===== src/design/bffra_pkg.sv =====
package bffra_pkg;

	localparam int BYTES_W    = 21;
	localparam int SIZE_W     = 14;
	localparam int COUNT_W    = 8;
	localparam int START_W    = 7;
	localparam int STAT_W     = 2;
	localparam int USED_W     = 8;
	localparam int CFG_IDX_W  = 1;
	localparam int CFG_DATA_W = 14;

	// dividend is bytes + size - 1
	localparam int DIV_W = 22;

	// occupancy map word
	localparam int WORD_W  = 8;
	localparam int WORD_SH = 3;

	localparam logic [CFG_IDX_W-1:0] REG_ENTRY_COUNT = 1'b0;
	localparam logic [CFG_IDX_W-1:0] REG_ENTRY_SIZE  = 1'b1;

	localparam logic [COUNT_W-1:0] RST_ENTRY_COUNT = 8'd128;
	localparam logic [SIZE_W-1:0]  RST_ENTRY_SIZE  = 14'd64;

	localparam logic [STAT_W-1:0] ST_OK           = 2'd0;
	localparam logic [STAT_W-1:0] ST_NO_SPACE     = 2'd1;
	localparam logic [STAT_W-1:0] ST_OUT_OF_RANGE = 2'd2;

	localparam logic [USED_W-1:0] USED_MAX = 8'd128;

	typedef enum logic [0:0] {
		REQ_ALLOC = 1'b0,
		REQ_FREE  = 1'b1
	} req_t;

	typedef struct packed {
		logic             done;
		logic [DIV_W-1:0] quot;
	} div_res_t;

endpackage


===== src/design/bffra_div.sv =====
module bffra_div (
	input  logic                           clk,
	input  logic                           arst_n,
	input  logic                           go,
	input  logic [bffra_pkg::BYTES_W-1:0]  bytes,
	input  logic [bffra_pkg::SIZE_W-1:0]   size,
	output bffra_pkg::div_res_t            res
);
	import bffra_pkg::*;

	// restoring divide, two quotient bits per cycle
	localparam int STEPS  = DIV_W / 2;
	localparam int STEP_W = $clog2(STEPS);

	logic              busy_q;
	logic              done_q;
	logic [STEP_W-1:0] step_q;
	logic [SIZE_W-1:0] dv_q;
	logic [SIZE_W-1:0] rem_q;
	logic [DIV_W-1:0]  num_q;

	logic [SIZE_W-1:0] dv_c;
	logic [DIV_W-1:0]  num_c;
	logic [SIZE_W-1:0] rem_c;
	logic [DIV_W-1:0]  numsh_c;
	logic [SIZE_W:0]   trial_c;

	always_comb begin
		dv_c    = (size == '0) ? SIZE_W'(1) : size;
		num_c   = DIV_W'(bytes) + DIV_W'(dv_c) - DIV_W'(1);
		rem_c   = rem_q;
		numsh_c = num_q;
		trial_c = '0;
		for (int k = 0; k < 2; k++) begin
			trial_c = {rem_c, numsh_c[DIV_W-1]};
			if (trial_c >= {1'b0, dv_q}) begin
				rem_c   = SIZE_W'(trial_c - {1'b0, dv_q});
				numsh_c = {numsh_c[DIV_W-2:0], 1'b1};
			end else begin
				rem_c   = trial_c[SIZE_W-1:0];
				numsh_c = {numsh_c[DIV_W-2:0], 1'b0};
			end
		end
	end

	always_ff @(posedge clk or negedge arst_n) begin
		if (!arst_n) begin
			busy_q <= 1'b0;
			done_q <= 1'b0;
			step_q <= '0;
		end else begin
			done_q <= 1'b0;
			if (go) begin
				busy_q <= 1'b1;
				step_q <= '0;
			end else if (busy_q) begin
				if (step_q == STEP_W'(STEPS - 1)) begin
					busy_q <= 1'b0;
					done_q <= 1'b1;
				end
				step_q <= step_q + 1'b1;
			end
		end
	end

	always_ff @(posedge clk) begin
		if (go) begin
			dv_q  <= dv_c;
			rem_q <= '0;
			num_q <= num_c;
		end else if (busy_q) begin
			rem_q <= rem_c;
			num_q <= numsh_c;
		end
	end

	// quotient has shifted fully into num_q when done rises
	assign res.done = done_q;
	assign res.quot = num_q;

endmodule


===== src/design/bffra_map_mem.sv =====
module bffra_map_mem #(
	parameter int DEPTH = 16,
	parameter int AW    = 4
) (
	input  logic                           clk,
	input  logic                           we,
	input  logic [AW-1:0]                  waddr,
	input  logic [bffra_pkg::WORD_W-1:0]   wdata,
	input  logic [AW-1:0]                  raddr,
	output logic [bffra_pkg::WORD_W-1:0]   rdata
);
	import bffra_pkg::*;

	logic [WORD_W-1:0] mem_q [DEPTH];
	logic [WORD_W-1:0] rdata_q;

	always_ff @(posedge clk) begin
		if (we) begin
			mem_q[waddr] <= wdata;
		end
		rdata_q <= mem_q[raddr];
	end

	assign rdata = rdata_q;

endmodule


===== src/design/bitmap_first_fit_run_allocator.sv =====
// channel  direction  handshake              payload
// cfg      in         cfg_we                 cfg_index, cfg_data
// in       in         in_valid / in_ready    req_type, value_bytes, start_index
// out      out        out_valid / out_ready  status, granted_start, slots_used
//
// One transaction at a time. Slot count division: two quotient bits per cycle.
// Allocate scan: one map word (8 slots) per cycle, after a read state (S_SCAN_RD).
// Marking or clearing a run: each map word touched is read, then written back.
// After reset the map is swept to zero with in_ready low.
// A waiting result stalls only the next transaction's final step.
module bitmap_first_fit_run_allocator #(
	parameter int MAX_ENTRIES = 128
) (
	input  logic                              clk,
	input  logic                              arst_n,
	input  logic                              cfg_we,
	input  logic [bffra_pkg::CFG_IDX_W-1:0]   cfg_index,
	input  logic [bffra_pkg::CFG_DATA_W-1:0]  cfg_data,
	input  logic                              in_valid,
	output logic                              in_ready,
	input  logic                              req_type,
	input  logic [bffra_pkg::BYTES_W-1:0]     value_bytes,
	input  logic [bffra_pkg::START_W-1:0]     start_index,
	output logic                              out_valid,
	input  logic                              out_ready,
	output logic [bffra_pkg::STAT_W-1:0]      status,
	output logic [bffra_pkg::START_W-1:0]     granted_start,
	output logic [bffra_pkg::USED_W-1:0]      slots_used
);
	import bffra_pkg::*;

	localparam int WORDS = (MAX_ENTRIES + WORD_W - 1) / WORD_W;
	localparam int WA_W  = (WORDS > 1) ? $clog2(WORDS) : 1;
	localparam int CNT_W = $clog2(MAX_ENTRIES + 1);
	localparam int IDX_W = (MAX_ENTRIES > 1) ? $clog2(MAX_ENTRIES) : 1;
	localparam int SW    = (WA_W + WORD_SH + 1 > CNT_W + 1) ? WA_W + WORD_SH + 1 : CNT_W + 1;
	localparam int EW    = DIV_W + 1;
	localparam int LW    = (CNT_W > COUNT_W) ? CNT_W : COUNT_W;

	typedef enum logic [8:0] {
		S_CLEAR   = 9'b000000001,
		S_IDLE    = 9'b000000010,
		S_DIV     = 9'b000000100,
		S_EVAL    = 9'b000001000,
		S_SCAN_RD = 9'b000010000,
		S_SCAN    = 9'b000100000,
		S_MARK_RD = 9'b001000000,
		S_MARK_WR = 9'b010000000,
		S_RESP    = 9'b100000000
	} state_t;

	state_t             state_q;
	logic [COUNT_W-1:0] entry_count_q;
	logic [SIZE_W-1:0]  entry_size_q;
	req_t               req_q;
	logic [START_W-1:0] start_q;
	logic [CNT_W-1:0]   cnt_q;
	logic [CNT_W-1:0]   need_q;
	logic [IDX_W-1:0]   lo_q;
	logic [CNT_W-1:0]   hi_q;
	logic               set_q;
	logic [WA_W-1:0]    w_q;
	logic [CNT_W-1:0]   run_q;
	logic [IDX_W-1:0]   rs_q;
	logic [STAT_W-1:0]  res_status_q;
	logic [START_W-1:0] res_start_q;
	logic [USED_W-1:0]  res_used_q;
	logic               out_valid_q;
	logic [STAT_W-1:0]  out_status_q;
	logic [START_W-1:0] out_start_q;
	logic [USED_W-1:0]  out_used_q;

	div_res_t           div_res;
	logic               div_go;

	logic               mem_we;
	logic [WA_W-1:0]    mem_waddr;
	logic [WORD_W-1:0]  mem_wdata;
	logic [WA_W-1:0]    mem_raddr;
	logic [WORD_W-1:0]  mem_rdata;

	logic [LW-1:0]      ec_w;
	logic [LW-1:0]      mx_w;
	logic [CNT_W-1:0]   live_c;

	logic               need_zero_c;
	logic               need_fits_c;
	logic [EW-1:0]      end_c;
	logic               oor_c;
	logic               start_in_c;
	logic [USED_W-1:0]  used_c;

	logic [SW-1:0]      sslot_c;
	logic [CNT_W-1:0]   run_c;
	logic [IDX_W-1:0]   rs_c;
	logic               fnd_c;
	logic [SW-1:0]      next_base_c;
	logic               scan_end_c;
	logic               mark_end_c;
	logic [SW-1:0]      mslot_c;
	logic [WORD_W-1:0]  mark_c;

	assign in_ready = (state_q == S_IDLE);
	assign div_go   = in_valid && (state_q == S_IDLE);

	bffra_div u_div (
		.clk    (clk),
		.arst_n (arst_n),
		.go     (div_go),
		.bytes  (value_bytes),
		.size   (entry_size_q),
		.res    (div_res)
	);

	bffra_map_mem #(
		.DEPTH (WORDS),
		.AW    (WA_W)
	) u_map (
		.clk   (clk),
		.we    (mem_we),
		.waddr (mem_waddr),
		.wdata (mem_wdata),
		.raddr (mem_raddr),
		.rdata (mem_rdata)
	);

	always_comb begin
		ec_w   = LW'(entry_count_q);
		mx_w   = LW'(MAX_ENTRIES);
		live_c = (ec_w > mx_w) ? mx_w[CNT_W-1:0] : ec_w[CNT_W-1:0];
	end

	always_comb begin
		need_zero_c = (div_res.quot == '0);
		need_fits_c = EW'(div_res.quot) <= EW'(cnt_q);
		end_c       = EW'(start_q) + EW'(div_res.quot);
		oor_c       = end_c > EW'(cnt_q);
		start_in_c  = EW'(start_q) < EW'(cnt_q);
		used_c      = (div_res.quot > DIV_W'(USED_MAX)) ? USED_MAX :
		              div_res.quot[USED_W-1:0];
	end

	// first-fit run tracking across the 8 slots of the current word
	always_comb begin
		run_c   = run_q;
		rs_c    = rs_q;
		fnd_c   = 1'b0;
		sslot_c = '0;
		for (int b = 0; b < WORD_W; b++) begin
			sslot_c = SW'({w_q, WORD_SH'(b)});
			if (!fnd_c && (sslot_c < SW'(cnt_q))) begin
				if (mem_rdata[b]) begin
					run_c = '0;
				end else begin
					if (run_c == '0) begin
						rs_c = IDX_W'(sslot_c);
					end
					run_c = run_c + 1'b1;
					if (run_c == need_q) begin
						fnd_c = 1'b1;
					end
				end
			end
		end
		next_base_c = SW'({w_q, WORD_SH'(0)}) + SW'(WORD_W);
		scan_end_c  = next_base_c >= SW'(cnt_q);
		mark_end_c  = next_base_c >= SW'(hi_q);
	end

	always_comb begin
		mslot_c = '0;
		mark_c  = mem_rdata;
		for (int b = 0; b < WORD_W; b++) begin
			mslot_c = SW'({w_q, WORD_SH'(b)});
			if ((mslot_c >= SW'(lo_q)) && (mslot_c < SW'(hi_q))) begin
				mark_c[b] = set_q;
			end
		end
	end

	// read-modify-write touches word w then w+1: no same-word overlap to forward
	always_comb begin
		mem_we    = 1'b0;
		mem_waddr = w_q;
		mem_wdata = '0;
		mem_raddr = w_q;
		case (state_q)
			S_CLEAR: begin
				mem_we = 1'b1;
			end
			S_SCAN: begin
				mem_raddr = scan_end_c ? '0 : w_q + 1'b1;
			end
			S_MARK_WR: begin
				mem_we    = 1'b1;
				mem_wdata = mark_c;
			end
			default: begin
			end
		endcase
	end

	always_ff @(posedge clk or negedge arst_n) begin
		if (!arst_n) begin
			state_q       <= S_CLEAR;
			entry_count_q <= RST_ENTRY_COUNT;
			entry_size_q  <= RST_ENTRY_SIZE;
			req_q         <= REQ_ALLOC;
			start_q       <= '0;
			cnt_q         <= '0;
			need_q        <= '0;
			lo_q          <= '0;
			hi_q          <= '0;
			set_q         <= 1'b0;
			w_q           <= '0;
			run_q         <= '0;
			rs_q          <= '0;
			res_status_q  <= ST_OK;
			res_start_q   <= '0;
			res_used_q    <= '0;
			out_valid_q   <= 1'b0;
			out_status_q  <= ST_OK;
			out_start_q   <= '0;
			out_used_q    <= '0;
		end else begin
			if (cfg_we) begin
				case (cfg_index)
					REG_ENTRY_COUNT: entry_count_q <= cfg_data[COUNT_W-1:0];
					REG_ENTRY_SIZE:  entry_size_q  <= cfg_data[SIZE_W-1:0];
					default: begin
					end
				endcase
			end

			if (out_valid_q && out_ready && (state_q != S_RESP)) begin
				out_valid_q <= 1'b0;
			end

			case (state_q)
				S_CLEAR: begin
					if (w_q == WA_W'(WORDS - 1)) begin
						w_q     <= '0;
						state_q <= S_IDLE;
					end else begin
						w_q <= w_q + 1'b1;
					end
				end
				S_IDLE: begin
					if (in_valid) begin
						req_q   <= req_t'(req_type);
						start_q <= start_index;
						cnt_q   <= live_c;
						state_q <= S_DIV;
					end
				end
				S_DIV: begin
					if (div_res.done) begin
						state_q <= S_EVAL;
					end
				end
				S_EVAL: begin
					res_used_q  <= used_c;
					res_start_q <= '0;
					if (req_q == REQ_ALLOC) begin
						if (need_zero_c || !need_fits_c) begin
							res_status_q <= ST_NO_SPACE;
							state_q      <= S_RESP;
						end else begin
							res_status_q <= ST_OK;
							need_q       <= div_res.quot[CNT_W-1:0];
							run_q        <= '0;
							rs_q         <= '0;
							w_q          <= '0;
							state_q      <= S_SCAN_RD;
						end
					end else begin
						res_status_q <= (!need_zero_c && oor_c) ? ST_OUT_OF_RANGE : ST_OK;
						if (need_zero_c || !start_in_c) begin
							state_q <= S_RESP;
						end else begin
							lo_q    <= IDX_W'(start_q);
							hi_q    <= oor_c ? cnt_q : end_c[CNT_W-1:0];
							set_q   <= 1'b0;
							w_q     <= WA_W'(start_q >> WORD_SH);
							state_q <= S_MARK_RD;
						end
					end
				end
				S_SCAN_RD: begin
					state_q <= S_SCAN;
				end
				S_SCAN: begin
					run_q <= run_c;
					rs_q  <= rs_c;
					if (fnd_c) begin
						lo_q        <= rs_c;
						hi_q        <= CNT_W'(rs_c) + need_q;
						set_q       <= 1'b1;
						res_start_q <= START_W'(rs_c);
						w_q         <= WA_W'(rs_c >> WORD_SH);
						state_q     <= S_MARK_RD;
					end else if (scan_end_c) begin
						res_status_q <= ST_NO_SPACE;
						state_q      <= S_RESP;
					end else begin
						w_q <= w_q + 1'b1;
					end
				end
				S_MARK_RD: begin
					state_q <= S_MARK_WR;
				end
				S_MARK_WR: begin
					if (mark_end_c) begin
						state_q <= S_RESP;
					end else begin
						w_q     <= w_q + 1'b1;
						state_q <= S_MARK_RD;
					end
				end
				S_RESP: begin
					if (!out_valid_q || out_ready) begin
						out_valid_q  <= 1'b1;
						out_status_q <= res_status_q;
						out_start_q  <= res_start_q;
						out_used_q   <= res_used_q;
						state_q      <= S_IDLE;
					end
				end
				default: begin
					state_q <= S_IDLE;
				end
			endcase
		end
	end

	assign out_valid     = out_valid_q;
	assign status        = out_status_q;
	assign granted_start = out_start_q;
	assign slots_used    = out_used_q;

endmodule


===== config.mk =====
export PLATFORM = sky130hd
export DESIGN_NAME = bitmap_first_fit_run_allocator
export DESIGN_NICKNAME = d
export VERILOG_FILES = /design/src/design/bffra_pkg.sv /design/src/design/bffra_div.sv /design/src/design/bffra_map_mem.sv /design/src/design/bitmap_first_fit_run_allocator.sv
export SDC_FILE = /design/constraint.sdc
export NUM_CORES = 1
export LEC_CHECK = 0
export BUFFER_PORTS_ARGS = -buffer_cell sky130_fd_sc_hd__buf_2
export CELL_PAD_IN_SITES_DETAIL_PLACEMENT = 1
export CELL_PAD_IN_SITES_GLOBAL_PLACEMENT = 2
export CORE_UTILIZATION = 44
export DETAILED_ROUTE_END_ITERATION = 16
export GPL_TIMING_DRIVEN = 0
export PLACE_DENSITY = 0.89
export SYNTH_ARGS = -nofsm -noshare
export SYNTH_HDL_FRONTEND = slang
export SYNTH_SLANG_ARGS = --single-unit

===== constraint.sdc =====
create_clock -name clk -period 20 [get_ports clk]
set_clock_uncertainty 0.2 [all_clocks]
set_input_delay 3 -clock clk [delete_from_list [all_inputs] [get_ports clk]]
set_output_delay 3 -clock clk [all_outputs]
set_load 0.1 [all_outputs]

==> impl_metrics.env <==
export IMPL_grt_overflow=0
export IMPL_cts_tree="built"
export IMPL_die_h_um=232
export IMPL_cts_root_buf="clkbuf_16"
export IMPL_worstSetupEndpointType="flop"
export IMPL_fillCellCount=6071
export IMPL_totalWireLength_um=80100
export IMPL_seq_area_frac_synth=0.371
export IMPL_cts_resized=0
export IMPL_cts_max_level=2
export IMPL_vias=20900
export IMPL_die_w_um=232
export IMPL_drc=0
export IMPL_worstPathMaxFanout=10
export IMPL_drtIter0Drc=1384
export IMPL_synth_edf_count=164
export IMPL_ant_nets=0
export IMPL_antenna_found_initial=1
export IMPL_finalSetupTns_ns=0
export IMPL_status="completed"
export IMPL_fmax_ghz=0.0690
export IMPL_gp_congestion=0.935
export IMPL_slew_headroom=0.0805
export IMPL_grt_pass1_vias=21700
export IMPL_numCtsBuffers=36
export IMPL_finalCritPeriodShare=0.724
export IMPL_max_cap_violations=0
export IMPL_tightestPinTransition_ns=1.37
export IMPL_cts_setup_buffers=0
export IMPL_critPathLaunchType="flop"
export IMPL_wire_per_inst_um=23.7
export IMPL_grt_setup_unrepaired="false"
export IMPL_ys_warn_count=0
export IMPL_cts_buffer_depth=3
export IMPL_grt_pass1_wl_um=125000
export IMPL_ys_ff_latch=317
export IMPL_pin_count=68
export IMPL_syn_nets=2764
export IMPL_port_buffer_count=67
export IMPL_dp_hpwl_um=61100
export IMPL_slowest_stage="o21ai_1"
export IMPL_finalHoldViolations=0
export IMPL_hold_buffers=0
export IMPL_slew_viol_final=0
export IMPL_final_layout_size_suffix_gt1_frac=0.0985
export IMPL_crit_top_cell="inv_1"
export IMPL_design_core_area_um2=51800
export IMPL_timing_final_ws_setup_ns=5.51
export IMPL_start_util=0.449
export IMPL_avgSynthCellArea_um2=9.08
export IMPL_crit_type="flop to flop"
export IMPL_firstDrtPassIters=7
export IMPL_areaGrowthSynthToFinish_pct=10.5
export IMPL_cp_slowest_stage_delay_ns=0.61
export IMPL_setup_viol_count_final=0
export IMPL_synth_ff_type="edfxtp_1"
export IMPL_min_period_ns=14.49
export IMPL_num_nets_final=2871
export IMPL_rows=83
export IMPL_critical_path_arrival_ns=14.71
export IMPL_holdCritPathClass="flop to flop"
export IMPL_viasPerCell=6.18
export IMPL_pre_cts_ws_ns=5.81
export IMPL_required_ns=20.22
export IMPL_ys_async_sr_fraction=0.413
export IMPL_synth_cell_types=122
export IMPL_grt_max_degree=94
export IMPL_post_synth_instance_area_um2=23300
export IMPL_clock_latency_ns=0.55
export IMPL_cts_sinks=317
export IMPL_dieArea_um2=53900
export IMPL_path_clk_slew_ns=0.06
export IMPL_grtUsageTotal=0.299
export IMPL_synth_cells=2565
## state kept, by name (all words and copies together) (netlist names), 9 cells and up
register,flops
entry_size_q,14
state_q,9
u_div.dv_q,14
u_div.num_q,22
u_div.rem_q,14
u_map.mem_q,128
## cell usage after synthesis (all sizes together) (31+ instances only)
| master | count | area share |
|---|---|---|
| nor3 | 62 | 0.014 |
| a211oi | 81 | 0.027 |
| and2 | 52 | 0.014 |
| a21oi | 151 | 0.033 |
| nor4 | 33 | 0.011 |
| nand2 | 235 | 0.038 |
| mux2i | 35 | 0.015 |
| buf | 31 | 0.0074 |
| mux2 | 57 | 0.028 |
| nand4 | 42 | 0.011 |
| o21ai | 155 | 0.035 |
| a31oi | 42 | 0.012 |
| nand3 | 85 | 0.018 |
| dfrtp | 128 | 0.14 |
| and3 | 33 | 0.0089 |
| ha | 145 | 0.078 |
| edfxtp | 164 | 0.21 |
| xnor2 | 85 | 0.032 |
| inv | 192 | 0.031 |
| clkbuf | 100 | 0.016 |
| nor2 | 145 | 0.024 |
| a21o | 47 | 0.015 |
## metal layers
layer | track usage | vias up | wire length [um]
met5 | 0 | - | 0
met4 | 0.0919 | 0 | 2170
met3 | 0.0324 | 119 | 3570
met2 | 0.517 | 528 | 39100
met1 | 0.391 | 10500 | 35200
li1 | - | 9704 | -
## placed cells by master (no fill, tap or decap), types with 20 or more instances in the layout
cell type / instances
clkbuf_1: 107
clkbuf_16: 38
edfxtp_1: 164
buf_2: 82
o21bai_1: 20
inv_1: 190
nand2b_1: 29
nor4_1: 27
nand2_1: 235
and2_1: 32
ha_1: 145
o21a_1: 26
nor3_1: 59
mux2i_1: 34
dfxtp_1: 22
nand4_1: 42
and3_1: 33
a21oi_1: 147
or3_1: 26
a211oi_1: 77
o21ai_0: 141
a311oi_1: 25
nor2b_1: 20
nand3_1: 85
nor2_1: 140
xnor2_1: 84
a31oi_1: 41
a21o_1: 47
xor2_1: 29
dfrtp_1: 128
mux2_2: 46
o22ai_1: 20
## cell families after synthesis
group / synth area share
simple gates: 0.188
compound gates: 0.214
buf+inv: 0.0545
flops: 0.371
fa+ha+maj: 0.0822
xor+xnor: 0.0471
mux: 0.0428
## per-stage QoR
stage                     hold slack [ns]  cells  cell area (um2)   util
after global routing                0.316   3380            25700  0.496
final                               0.282   3381            25700  0.496
after CTS                           0.285   3380            25700  0.496
after floorplan                     0.235   2565            23300      -
after global placement              0.256   3312            24500  0.472
after detailed placement            0.270   3314            24500  0.473
## worst paths after layout
| kind | startpoint | end | slack, ns | depth (start not counted) |
|---|---|---|---|---|
| setup / recovery | mem_waddr[0] | hi_q[7] | 5.51 | 56 |
| hold / removal | granted_start[4] | granted_start[4] | 0.28 | 2 |
| setup reg to reg | mem_waddr[0] | hi_q[7] | 5.51 | 56 |
| hold reg to reg | granted_start[4] | granted_start[4] | 0.28 | 2 |
| max in group asynchronous | arst_n | state_q[0] | 16.57 | 2 |
| min in group asynchronous | arst_n | slots_used[6] | 2.16 | 1 |
## area by class of cell
| cell class | instances | area [um2] | area share |
|---|---|---|---|
| timing repair buffer | 69 | 374 | 0.0145 |
| buffer | 131 | 549 | 0.0214 |
| antenna | 1 | 2.50 | 0.0000973 |
| multi-input combinational | 1925 | 13400 | 0.520 |
| clock buffer | 48 | 1010 | 0.0392 |
| inverter | 192 | 721 | 0.0280 |
| tap | 680 | 851 | 0.0331 |
| sequential | 317 | 8650 | 0.336 |
| clock inverter | 18 | 184 | 0.00715 |
## worst max-delay path: cells and delay by family, from the launching register on
kind	cells	cell delay, ns
flops	1	0.48
compound gates	16	3.97
buf+inv	15	2.85
xor+xnor	2	0.48
fa+ha+maj	6	1.65
simple gates	13	3.48
mux	4	1.27
Power is not shown: default switching activity piles up to over one toggle a cycle in this logic, so the estimate is an artifact.
